### config.mk
export PLATFORM = sky130hd
export DESIGN_NAME = arp_cache_table_unit
export DESIGN_NICKNAME = d
export VERILOG_FILES = /design/src/rtl/arpc_pkg.sv /design/src/rtl/arpc_datapath.sv /design/src/rtl/arpc_ctrl.sv /design/src/rtl/arp_cache_table_unit.sv
export VERILOG_INCLUDE_DIRS = /design/src /design/src/rtl
export SDC_FILE = /design/constraint.sdc
export NUM_CORES = 2
export LEC_CHECK = 0
export BUFFER_PORTS_ARGS = -buffer_cell sky130_fd_sc_hd__buf_2
export CAP_MARGIN = 20
export CORE_ASPECT_RATIO = 2
export CORE_MARGIN = 2
export CORE_UTILIZATION = 50
export DETAILED_ROUTE_END_ITERATION = 12
export GPL_TIMING_DRIVEN = 0
export PLACE_DENSITY = 0.73
export SLEW_MARGIN = 20
export SYNTH_ARGS = -nofsm -noshare
export SYNTH_HDL_FRONTEND = slang
export SYNTH_SLANG_ARGS = --single-unit
### constraint.sdc
create_clock -name clk -period 26.1 [get_ports clk]
set_input_delay 2.61 -clock clk [delete_from_list [all_inputs] [get_ports clk]]
set_output_delay 2.61 -clock clk [all_outputs]
set_load 0.01 [all_outputs]
### src/rtl/assert_macros.svh
// Assertion macros used by the cache datapath.
`ifndef ASSERT_MACROS_SVH
`define ASSERT_MACROS_SVH
`ifndef SYNTHESIS
`define ASSERT_ALWAYS(lbl, clk, rst, expr) \
  lbl: assert property (@(posedge clk) disable iff (rst) (expr)) else $error("assertion failed");
`define ASSERT_NEXT(lbl, clk, rst, ante, cons) \
  lbl: assert property (@(posedge clk) disable iff (rst) (ante) |=> (cons)) else $error("assertion failed");
`define ASSERT_SAME(lbl, clk, rst, ante, cons) \
  lbl: assert property (@(posedge clk) disable iff (rst) (ante) |-> (cons)) else $error("assertion failed");
`else
`define ASSERT_ALWAYS(lbl, clk, rst, expr)
`define ASSERT_NEXT(lbl, clk, rst, ante, cons)
`define ASSERT_SAME(lbl, clk, rst, ante, cons)
`endif
`endif

### src/rtl/arpc_pkg.sv
// Types and codes shared by the address cache controller and datapath.
package arpc_pkg;
  localparam logic [1:0] MODE_INS    = 2'd0;
  localparam logic [1:0] MODE_LKP    = 2'd1;
  localparam logic [1:0] MODE_REV    = 2'd2;
  localparam logic [1:0] MODE_UNUSED = 2'd3;

  localparam logic [2:0] ST_OK       = 3'd0;
  localparam logic [2:0] ST_PENDING  = 3'd1;
  localparam logic [2:0] ST_MISS     = 3'd2;
  localparam logic [2:0] ST_NOTFOUND = 3'd3;
  localparam logic [2:0] ST_NOROOM   = 3'd4;

  localparam logic [3:0] OP_NONE        = 4'd0;
  localparam logic [3:0] OP_SCAN        = 4'd1;
  localparam logic [3:0] OP_COMPACT_EXP = 4'd2;
  localparam logic [3:0] OP_COMPACT_VIC = 4'd3;
  localparam logic [3:0] OP_SHIFT       = 4'd4;
  localparam logic [3:0] OP_WR_HIT_INS  = 4'd5;
  localparam logic [3:0] OP_WR_HIT_REF  = 4'd6;
  localparam logic [3:0] OP_WR_HEAD_INS = 4'd7;
  localparam logic [3:0] OP_WR_HEAD_MISS = 4'd8;

  localparam logic [31:0] EXPIRY_RESET = 32'd60000;

  typedef struct packed {
    logic [31:0] ip;
    logic [47:0] mac;
    logic [31:0] stamp;
  } arpc_entry_t;

  typedef struct packed {
    logic       req_load;
    logic [3:0] op;
    logic       res_load;
    logic [2:0] res_code;
    logic       res_query;
  } arpc_cmd_t;

  typedef struct packed {
    logic done;
    logic found;
    logic hit_mac_zero;
    logic hit_stamp_zero;
    logic full;
    logic vic_found;
    logic new_exp;
    logic out_busy;
  } arpc_stat_t;
endpackage

### src/rtl/arpc_datapath.sv
// Entry memory, sweep engine, request and result registers of the cache.
`include "assert_macros.svh"
module arpc_datapath import arpc_pkg::*; #(
  parameter int ENTRIES = 16
) (
  input  logic        clk,
  input  logic        rst,
  input  arpc_cmd_t   cmd,
  output arpc_stat_t  stat,
  input  logic        cfg_we,
  input  logic [31:0] cfg_wdata,
  input  logic [1:0]  mode,
  input  logic [31:0] ip_addr,
  input  logic [47:0] hw_addr,
  input  logic [31:0] entry_time,
  input  logic [31:0] now,
  output logic        out_valid,
  input  logic        out_stall,
  output logic [2:0]  status,
  output logic [47:0] mac_out,
  output logic [31:0] ip_out,
  output logic        send_query
);
  localparam int IW = (ENTRIES > 1) ? $clog2(ENTRIES) : 1;
  localparam int CW = $clog2(ENTRIES + 1);

  arpc_entry_t mem [ENTRIES];
  arpc_entry_t mem_q;

  logic [1:0]  mode_r;
  logic [31:0] ip_r, etime_r, now_r, expiry;
  logic [47:0] mac_r;
  logic [CW-1:0] n, sw_left, len, wptr;
  logic [IW-1:0] sw_idx, ptag, hit_k, vic, first;
  logic [3:0]  sw_op;
  logic        sw_busy, pv, done;
  logic        found, vic_found;
  logic [31:0] best;
  arpc_entry_t hit_e;

  logic [31:0] age;
  logic        exp_e, kill, match, full, start;
  logic        wr_en;
  logic [IW-1:0] wr_addr;
  arpc_entry_t wr_data;

  assign full  = (n == CW'(ENTRIES));
  assign start = (cmd.op == OP_SCAN) || (cmd.op == OP_COMPACT_EXP) ||
                 (cmd.op == OP_COMPACT_VIC) || (cmd.op == OP_SHIFT);

  always_comb begin
    if (cmd.op == OP_SHIFT) begin
      len = full ? CW'(vic) : n;
    end else begin
      len = n;
    end
    first = (cmd.op == OP_SHIFT) ? IW'(len - CW'(1)) : '0;
  end

  assign age   = now_r - mem_q.stamp;
  assign exp_e = (mem_q.stamp != 32'd0) && (age >= expiry);
  assign kill  = (sw_op == OP_COMPACT_EXP) ? exp_e : (ptag == vic);
  assign match = (mode_r == MODE_REV) ? ((mem_q.mac != 48'd0) && (mem_q.mac == mac_r))
                                      : (mem_q.ip == ip_r);

  always_comb begin
    wr_en   = 1'b0;
    wr_addr = '0;
    wr_data = mem_q;
    unique case (cmd.op)
      OP_WR_HIT_INS: begin
        wr_en   = 1'b1;
        wr_addr = hit_k;
        wr_data = '{ip: ip_r, mac: mac_r, stamp: etime_r};
      end
      OP_WR_HIT_REF: begin
        wr_en   = 1'b1;
        wr_addr = hit_k;
        wr_data = '{ip: hit_e.ip, mac: hit_e.mac, stamp: now_r};
      end
      OP_WR_HEAD_INS: begin
        wr_en   = 1'b1;
        wr_data = '{ip: ip_r, mac: mac_r, stamp: etime_r};
      end
      OP_WR_HEAD_MISS: begin
        wr_en   = 1'b1;
        wr_data = '{ip: ip_r, mac: 48'd0, stamp: now_r};
      end
      default: begin
        if (sw_busy && pv) begin
          if (sw_op == OP_SHIFT) begin
            wr_en   = 1'b1;
            wr_addr = ptag + IW'(1);
          end else if (sw_op == OP_COMPACT_EXP || sw_op == OP_COMPACT_VIC) begin
            wr_en   = !kill;
            wr_addr = IW'(wptr);
          end
        end
      end
    endcase
  end

  always_ff @(posedge clk) begin
    if (wr_en) begin
      mem[wr_addr] <= wr_data;
    end
    mem_q <= mem[sw_idx];
  end

  // request registers and scan results
  always_ff @(posedge clk) begin
    if (cmd.req_load) begin
      mode_r  <= mode;
      ip_r    <= ip_addr;
      mac_r   <= hw_addr;
      etime_r <= entry_time;
      now_r   <= now;
    end
    if (start) begin
      wptr <= '0;
    end else if (sw_busy && pv && !kill &&
                 (sw_op == OP_COMPACT_EXP || sw_op == OP_COMPACT_VIC)) begin
      wptr <= wptr + CW'(1);
    end
    if (sw_busy && pv && sw_op == OP_SCAN) begin
      if (!found && match) begin
        hit_k <= ptag;
        hit_e <= mem_q;
      end
      if (mem_q.stamp != 32'd0 && (!vic_found || age >= best)) begin
        best <= age;
        vic  <= ptag;
      end
    end
  end

  always_ff @(posedge clk) begin
    if (rst) begin
      sw_busy   <= 1'b0;
      pv        <= 1'b0;
      done      <= 1'b0;
      n         <= '0;
      found     <= 1'b0;
      vic_found <= 1'b0;
      out_valid <= 1'b0;
      expiry    <= EXPIRY_RESET;
    end else begin
      done <= 1'b0;
      if (cfg_we) begin
        expiry <= cfg_wdata;
      end
      if (start) begin
        sw_busy <= 1'b1;
        sw_op   <= cmd.op;
        sw_left <= len;
        sw_idx  <= first;
        pv      <= 1'b0;
        if (cmd.op == OP_SCAN) begin
          found     <= 1'b0;
          vic_found <= 1'b0;
        end
      end else if (sw_busy) begin
        if (sw_left != '0) begin
          pv      <= 1'b1;
          ptag    <= sw_idx;
          sw_idx  <= (sw_op == OP_SHIFT) ? sw_idx - IW'(1) : sw_idx + IW'(1);
          sw_left <= sw_left - CW'(1);
        end else begin
          pv <= 1'b0;
        end
        if (pv && sw_op == OP_SCAN) begin
          if (match) begin
            found <= 1'b1;
          end
          if (mem_q.stamp != 32'd0) begin
            vic_found <= 1'b1;
          end
        end
        if (sw_left == '0 && !pv) begin
          sw_busy <= 1'b0;
          done    <= 1'b1;
          if (sw_op == OP_COMPACT_EXP || sw_op == OP_COMPACT_VIC) begin
            n <= wptr;
          end
        end
      end
      if ((cmd.op == OP_WR_HEAD_INS || cmd.op == OP_WR_HEAD_MISS) && !full) begin
        n <= n + CW'(1);
      end
      if (cmd.res_load) begin
        out_valid <= 1'b1;
      end else if (out_valid && !out_stall) begin
        out_valid <= 1'b0;
      end
    end
  end

  always_ff @(posedge clk) begin
    if (cmd.res_load) begin
      status     <= cmd.res_code;
      send_query <= cmd.res_query;
      mac_out    <= (cmd.res_code == ST_OK && mode_r == MODE_LKP) ? hit_e.mac : 48'd0;
      ip_out     <= (cmd.res_code == ST_OK && mode_r == MODE_REV) ? hit_e.ip : 32'd0;
    end
  end

  assign stat.done           = done;
  assign stat.found          = found;
  assign stat.hit_mac_zero   = (hit_e.mac == 48'd0);
  assign stat.hit_stamp_zero = (hit_e.stamp == 32'd0);
  assign stat.full           = full;
  assign stat.vic_found      = vic_found;
  assign stat.new_exp        = (etime_r != 32'd0) && ((now_r - etime_r) >= expiry);
  assign stat.out_busy       = out_valid && out_stall;

  `ASSERT_ALWAYS(a_count_range, clk, rst, n <= CW'(ENTRIES))
  `ASSERT_NEXT(a_head_grows, clk, rst, (cmd.op == OP_WR_HEAD_MISS) && !full, n == $past(n) + CW'(1))
  `ASSERT_SAME(a_done_after_sweep, clk, rst, done, $past(sw_busy))
endmodule

### src/rtl/arpc_ctrl.sv
// Request sequencer of the address cache.
module arpc_ctrl import arpc_pkg::*; (
  input  logic       clk,
  input  logic       rst,
  input  logic       in_valid,
  output logic       in_stall,
  input  logic [1:0] mode,
  input  arpc_stat_t stat,
  output arpc_cmd_t  cmd
);
  localparam logic [3:0] S_IDLE      = 4'd0;
  localparam logic [3:0] S_DISP      = 4'd1;
  localparam logic [3:0] S_INS_FIND  = 4'd2;
  localparam logic [3:0] S_INS_EXP   = 4'd3;
  localparam logic [3:0] S_INS_VIC   = 4'd4;
  localparam logic [3:0] S_INS_SHIFT = 4'd5;
  localparam logic [3:0] S_LKP_EXP   = 4'd6;
  localparam logic [3:0] S_LKP_FIND  = 4'd7;
  localparam logic [3:0] S_LKP_SHIFT = 4'd8;
  localparam logic [3:0] S_REV       = 4'd9;
  localparam logic [3:0] S_DROP      = 4'd10;
  localparam logic [3:0] S_RESP      = 4'd11;

  logic [3:0] state, state_next;
  logic [1:0] mode_r;
  logic [2:0] code, code_next;
  logic       query, query_next;

  assign in_stall = (state != S_IDLE);

  always_comb begin
    state_next = state;
    code_next  = code;
    query_next = query;
    cmd        = '0;
    cmd.op     = OP_NONE;
    unique case (state)
      S_IDLE: begin
        if (in_valid) begin
          cmd.req_load = 1'b1;
          state_next   = S_DISP;
        end
      end
      S_DISP: begin
        query_next = 1'b0;
        unique case (mode_r)
          MODE_INS: begin
            cmd.op = OP_SCAN;
            state_next = S_INS_FIND;
          end
          MODE_LKP: begin
            cmd.op = OP_COMPACT_EXP;
            state_next = S_LKP_EXP;
          end
          MODE_REV: begin
            cmd.op = OP_SCAN;
            state_next = S_REV;
          end
          default: begin
            code_next  = ST_NOTFOUND;
            state_next = S_RESP;
          end
        endcase
      end
      S_INS_FIND: begin
        if (stat.done) begin
          if (stat.found) begin
            cmd.op     = OP_WR_HIT_INS;
            code_next  = ST_OK;
            state_next = S_RESP;
          end else begin
            cmd.op     = OP_COMPACT_EXP;
            state_next = S_INS_EXP;
          end
        end
      end
      S_INS_EXP: begin
        if (stat.done) begin
          cmd.op     = OP_SCAN;
          state_next = S_INS_VIC;
        end
      end
      S_INS_VIC: begin
        if (stat.done) begin
          code_next = ST_OK;
          priority if (stat.full && !stat.vic_found) begin
            code_next  = ST_NOROOM;
            state_next = S_RESP;
          end else if (stat.new_exp) begin
            // an entry that is stale on arrival is not inserted; when full, its victim's slot is still freed
            if (stat.full) begin
              cmd.op     = OP_COMPACT_VIC;
              state_next = S_DROP;
            end else begin
              state_next = S_RESP;
            end
          end else begin
            cmd.op     = OP_SHIFT;
            state_next = S_INS_SHIFT;
          end
        end
      end
      S_INS_SHIFT: begin
        if (stat.done) begin
          cmd.op     = OP_WR_HEAD_INS;
          state_next = S_RESP;
        end
      end
      S_LKP_EXP: begin
        if (stat.done) begin
          cmd.op     = OP_SCAN;
          state_next = S_LKP_FIND;
        end
      end
      S_LKP_FIND: begin
        if (stat.done) begin
          priority if (stat.found && stat.hit_mac_zero) begin
            code_next  = ST_PENDING;
            state_next = S_RESP;
          end else if (stat.found) begin
            if (!stat.hit_stamp_zero) begin
              cmd.op = OP_WR_HIT_REF;
            end
            code_next  = ST_OK;
            state_next = S_RESP;
          end else if (stat.full && !stat.vic_found) begin
            code_next  = ST_NOROOM;
            state_next = S_RESP;
          end else begin
            cmd.op     = OP_SHIFT;
            state_next = S_LKP_SHIFT;
          end
        end
      end
      S_LKP_SHIFT: begin
        if (stat.done) begin
          cmd.op     = OP_WR_HEAD_MISS;
          code_next  = ST_MISS;
          query_next = 1'b1;
          state_next = S_RESP;
        end
      end
      S_REV: begin
        if (stat.done) begin
          if (stat.found) begin
            if (!stat.hit_stamp_zero) begin
              cmd.op = OP_WR_HIT_REF;
            end
            code_next = ST_OK;
          end else begin
            code_next = ST_NOTFOUND;
          end
          state_next = S_RESP;
        end
      end
      S_DROP: begin
        if (stat.done) begin
          state_next = S_RESP;
        end
      end
      S_RESP: begin
        if (!stat.out_busy) begin
          cmd.res_load  = 1'b1;
          cmd.res_code  = code;
          cmd.res_query = query;
          state_next    = S_IDLE;
        end
      end
      default: begin
        state_next = S_IDLE;
      end
    endcase
  end

  always_ff @(posedge clk) begin
    if (rst) begin
      state <= S_IDLE;
    end else begin
      state <= state_next;
    end
    if (cmd.req_load) begin
      mode_r <= mode;
    end
    code  <= code_next;
    query <= query_next;
  end
endmodule

### src/rtl/arp_cache_table_unit.sv
// Top level of the IPv4 to MAC address cache with aging.
// Each request runs as sweeps over the entry memory, one entry a cycle through its
//   single read port; reverse lookups and insert hits need only the find sweep, while
//   lookups and insert misses add expire-compact and shift sweeps as needed.
// Throughput: one request at a time; the next is taken once the result is registered.
// Reset: rst (synchronous) empties the table via its fill count and restores expiry.
module arp_cache_table_unit import arpc_pkg::*; #(
  parameter int ENTRIES = 16
) (
  input  logic        clk,
  input  logic        rst,
  input  logic        cfg_we,
  input  logic [31:0] cfg_wdata,
  input  logic        in_valid,
  output logic        in_stall,
  input  logic [1:0]  mode,
  input  logic [31:0] ip_addr,
  input  logic [47:0] hw_addr,
  input  logic [31:0] entry_time,
  input  logic [31:0] now,
  output logic        out_valid,
  input  logic        out_stall,
  output logic [2:0]  status,
  output logic [47:0] mac_out,
  output logic [31:0] ip_out,
  output logic        send_query
);
  arpc_cmd_t  cmd;
  arpc_stat_t stat;

  // sequence each request as sweeps: find, expire-compact, victim scan, shift
  arpc_ctrl u_ctrl (
    .clk      (clk),
    .rst      (rst),
    .in_valid (in_valid),
    .in_stall (in_stall),
    .mode     (mode),
    .stat     (stat),
    .cmd      (cmd)
  );

  // hold the table, the request and the result register
  arpc_datapath #(.ENTRIES(ENTRIES)) u_dp (
    .clk        (clk),
    .rst        (rst),
    .cmd        (cmd),
    .stat       (stat),
    .cfg_we     (cfg_we),
    .cfg_wdata  (cfg_wdata),
    .mode       (mode),
    .ip_addr    (ip_addr),
    .hw_addr    (hw_addr),
    .entry_time (entry_time),
    .now        (now),
    .out_valid  (out_valid),
    .out_stall  (out_stall),
    .status     (status),
    .mac_out    (mac_out),
    .ip_out     (ip_out),
    .send_query (send_query)
  );
endmodule

==> qor.yml <==
run_status:
  outcome: "completed"
placement:
  dp_hpwl_mm: 192
  place_inst: 8001
  io_buffer_count: 266
  place_congestion: 0.973
yosys:
  synth_compound_area_frac: 0.0357
  synth_nets: 5095
  synth_top_family_by_area: "multiplexers"
  async_flop_share: 0
  synth_area_mm2: 0.0935
  synth-seq-cells: 2359
  synth_warnings: 0
  synth_edf_count: 2195
  synth_seq_area_share: 0.740
  synthAdderAreaFrac: 0.0229
  avgSynthCellArea_um2: 19.7
  synth.distinct_cells: 77
  yosys.area_share.simple: 0.0323
  synth.area.mux_share: 0.138
  synthXorXnorAreaFrac: 0.0145
  synthCells: 4743
  synth_top_flop_cell: "edfxtp_1"
die:
  initial_core_util: 0.502
  boundaryPins: 269
  core_mm2: 0.186
  rows: 224
  die_x_um: 310
  die_h_um: 616
  dieArea_mm2: 0.191
worst_setup_path:
  start_kind: "flop"
  arrival_ns: 10.71
  cp_top_family: "compound AO/OA/AOI/OAI gates"
  critPathMostFrequentCell: "buf_2"
  slowest_stage: "dfxtp_1"
  crit_path_end_kind: "flop"
  cp.required_ns: 26.70
  critPathKind: "reg2reg"
  critPathBufInv: 10
  cp_max_fo: 10
  slowest_delay_ns: 0.80
clock_tree:
  clock_latency_ns: 0.87
  cts.htree.levels: 4
  postCtsSetupBuffers: 0
  clk_pin_slew_ns: 0.07
  cts_buffers: 204
  cts_resized: 0
  hold_buffers: 0
  cts.sinks: 2359
  cts_tree: "built"
  cts_root_buf: "clkbuf_16"
  clk_path_buf_depth: 4
finish:
  fillers: 13600
  syn_to_final_growth_pct: 15.7
  final_common_cell: "edfxtp_1"
  utilization: 0.581
  final_cell_mix: "2195 x edfxtp_1, 638 x buf_2, 560 x mux4_2"
  final_cells: 8379
  drive_above_1_share: 0.299
  fin_nets: 6076
timing:
  tightest_slew_ns: 1.17
  slew-limit-headroom: 0.221
  finalSetupViolations: 0
  fin_hold_ws_ns: 0.445
  final.min_clock_period_ns: 10.12
  maxSlewViolCount: 0
  grt_setup_unrepaired: "no"
  clock_skew_ns: 0.0655
  tns_ns: 0
  finalHoldViolCount: 0
  max_freq_ghz: 0.0988
  fin_crit_sh: 0.388
drt:
  ant_nets: 0
  drc: 0
  first_pass_iters: 7
  vias_per_cell: 6.23
  dr.first_iter.drc_count: 7160
  post_drt_wl_per_cell_um: 31.3
  vias: 52200
  routed_wl_mm: 263
global_route:
  grt_pass1_wl_mm: 372
  antenna_found_initial: 14
  grt.total_usage: 0.275
  grt-ovfl-total: 0
  grt_max_degree: 52
  grt_pass1_vias: 53400
pwr:
  p_leak_nw: 38.0
  design_power_total_mw: 10.7
  peakVddDrop_mv: 0.0521
  powerDensity_mw_per_mm2: 98.5
worst_hold_path:
  hold_class: "reg2reg"
job:
  cap_violations: 0
cell usage after synthesis, drive strengths merged, types with 19 or more instances:
cell | instances | area [um2]
mux2i | 30 | 300
dfxtp | 164 | 3280
edfxtp | 2195 | 65900
xor2 | 82 | 718
mux4 | 560 | 12600
clkbuf | 151 | 567
o21ai | 94 | 470
nor4 | 81 | 507
nand2 | 132 | 495
and3 | 91 | 569
ha | 166 | 2080
xnor2 | 73 | 639
nor3 | 27 | 140
nand4 | 39 | 244
nand3 | 29 | 145
a21oi | 103 | 523
a22oi | 70 | 526
a222oi | 48 | 480
nand2b | 19 | 119
a21o | 61 | 458
buf | 57 | 225
inv | 201 | 754
nor2 | 99 | 372
final cells by class:
class / instances / area [um2] / area share
Antenna cell: 5 / 12.5 / 0.000116
Clock inverter: 128 / 1420 / 0.0131
Timing Repair Buffer: 775 / 4500 / 0.0416
Clock buffer: 242 / 5420 / 0.0501
Inverter: 201 / 754 / 0.00697
Tap cell: 2486 / 3110 / 0.0287
Sequential cell: 2359 / 69200 / 0.639
Buffer: 208 / 862 / 0.00797
Multi-Input combinational cell: 1975 / 22900 / 0.212
worst paths after layout:
check                      from               to  slack (ns)  cells after the start
hold reg to reg   u_dp.mem_q[7]    u_dp.hit_e[7]        0.45                      0
setup / recovery  u_dp.mem_q[0]  u_dp.mem[8][56]       15.98                     30
setup reg to reg  u_dp.mem_q[0]  u_dp.mem[8][56]       15.98                     30
hold / removal    u_dp.mem_q[7]    u_dp.hit_e[7]        0.45                      0
kinds of logic after synthesis:
group           after synthesis
simple gates                578
compound gates              483
buf+inv                     409
xor+xnor                    155
flops                      2359
mux                         590
fa+ha+maj                   169
metrics by stage:
step                      instance area (um2)  worst slack (ns)
final                                  108000             15.98
after CTS                              108000             16.32
after detailed placement               101000             16.30
after global placement                  97900             -7.42
after floorplan                         93500             10.00
after global routing                   108000             16.14
flip-flops by register name, summed over array words and instances (netlist names), 32 cells and up:
name and cells:
u_dp.mem 1792, u_dp.ip_out 32, u_dp.mem_q 112, u_dp.mac_out 48, u_dp.etime_r 32, u_dp.hit_e 112, u_dp.expiry 32, u_dp.ip_r 32
u_dp.best 32, u_dp.mac_r 48, u_dp.now_r 32
routing by layer:
| layer | wire length [um] | track usage | vias to the layer above |
|---|---|---|---|
| met5 | 52 | 0 | - |
| met4 | 16800 | 0.151 | 10 |
| met3 | 24300 | 0.0509 | 713 |
| met2 | 131000 | 0.461 | 3256 |
| met1 | 90200 | 0.335 | 26900 |
| li1 | - | - | 21400 |
power by group:
part	internal, mW	switching (mW)	total, mW
clock network	1.76	1.39	3.14
logic	0.938	1.60	2.54
registers	4.75	0.219	4.97
No activity file was read; power rests on OpenSTA's default activity.
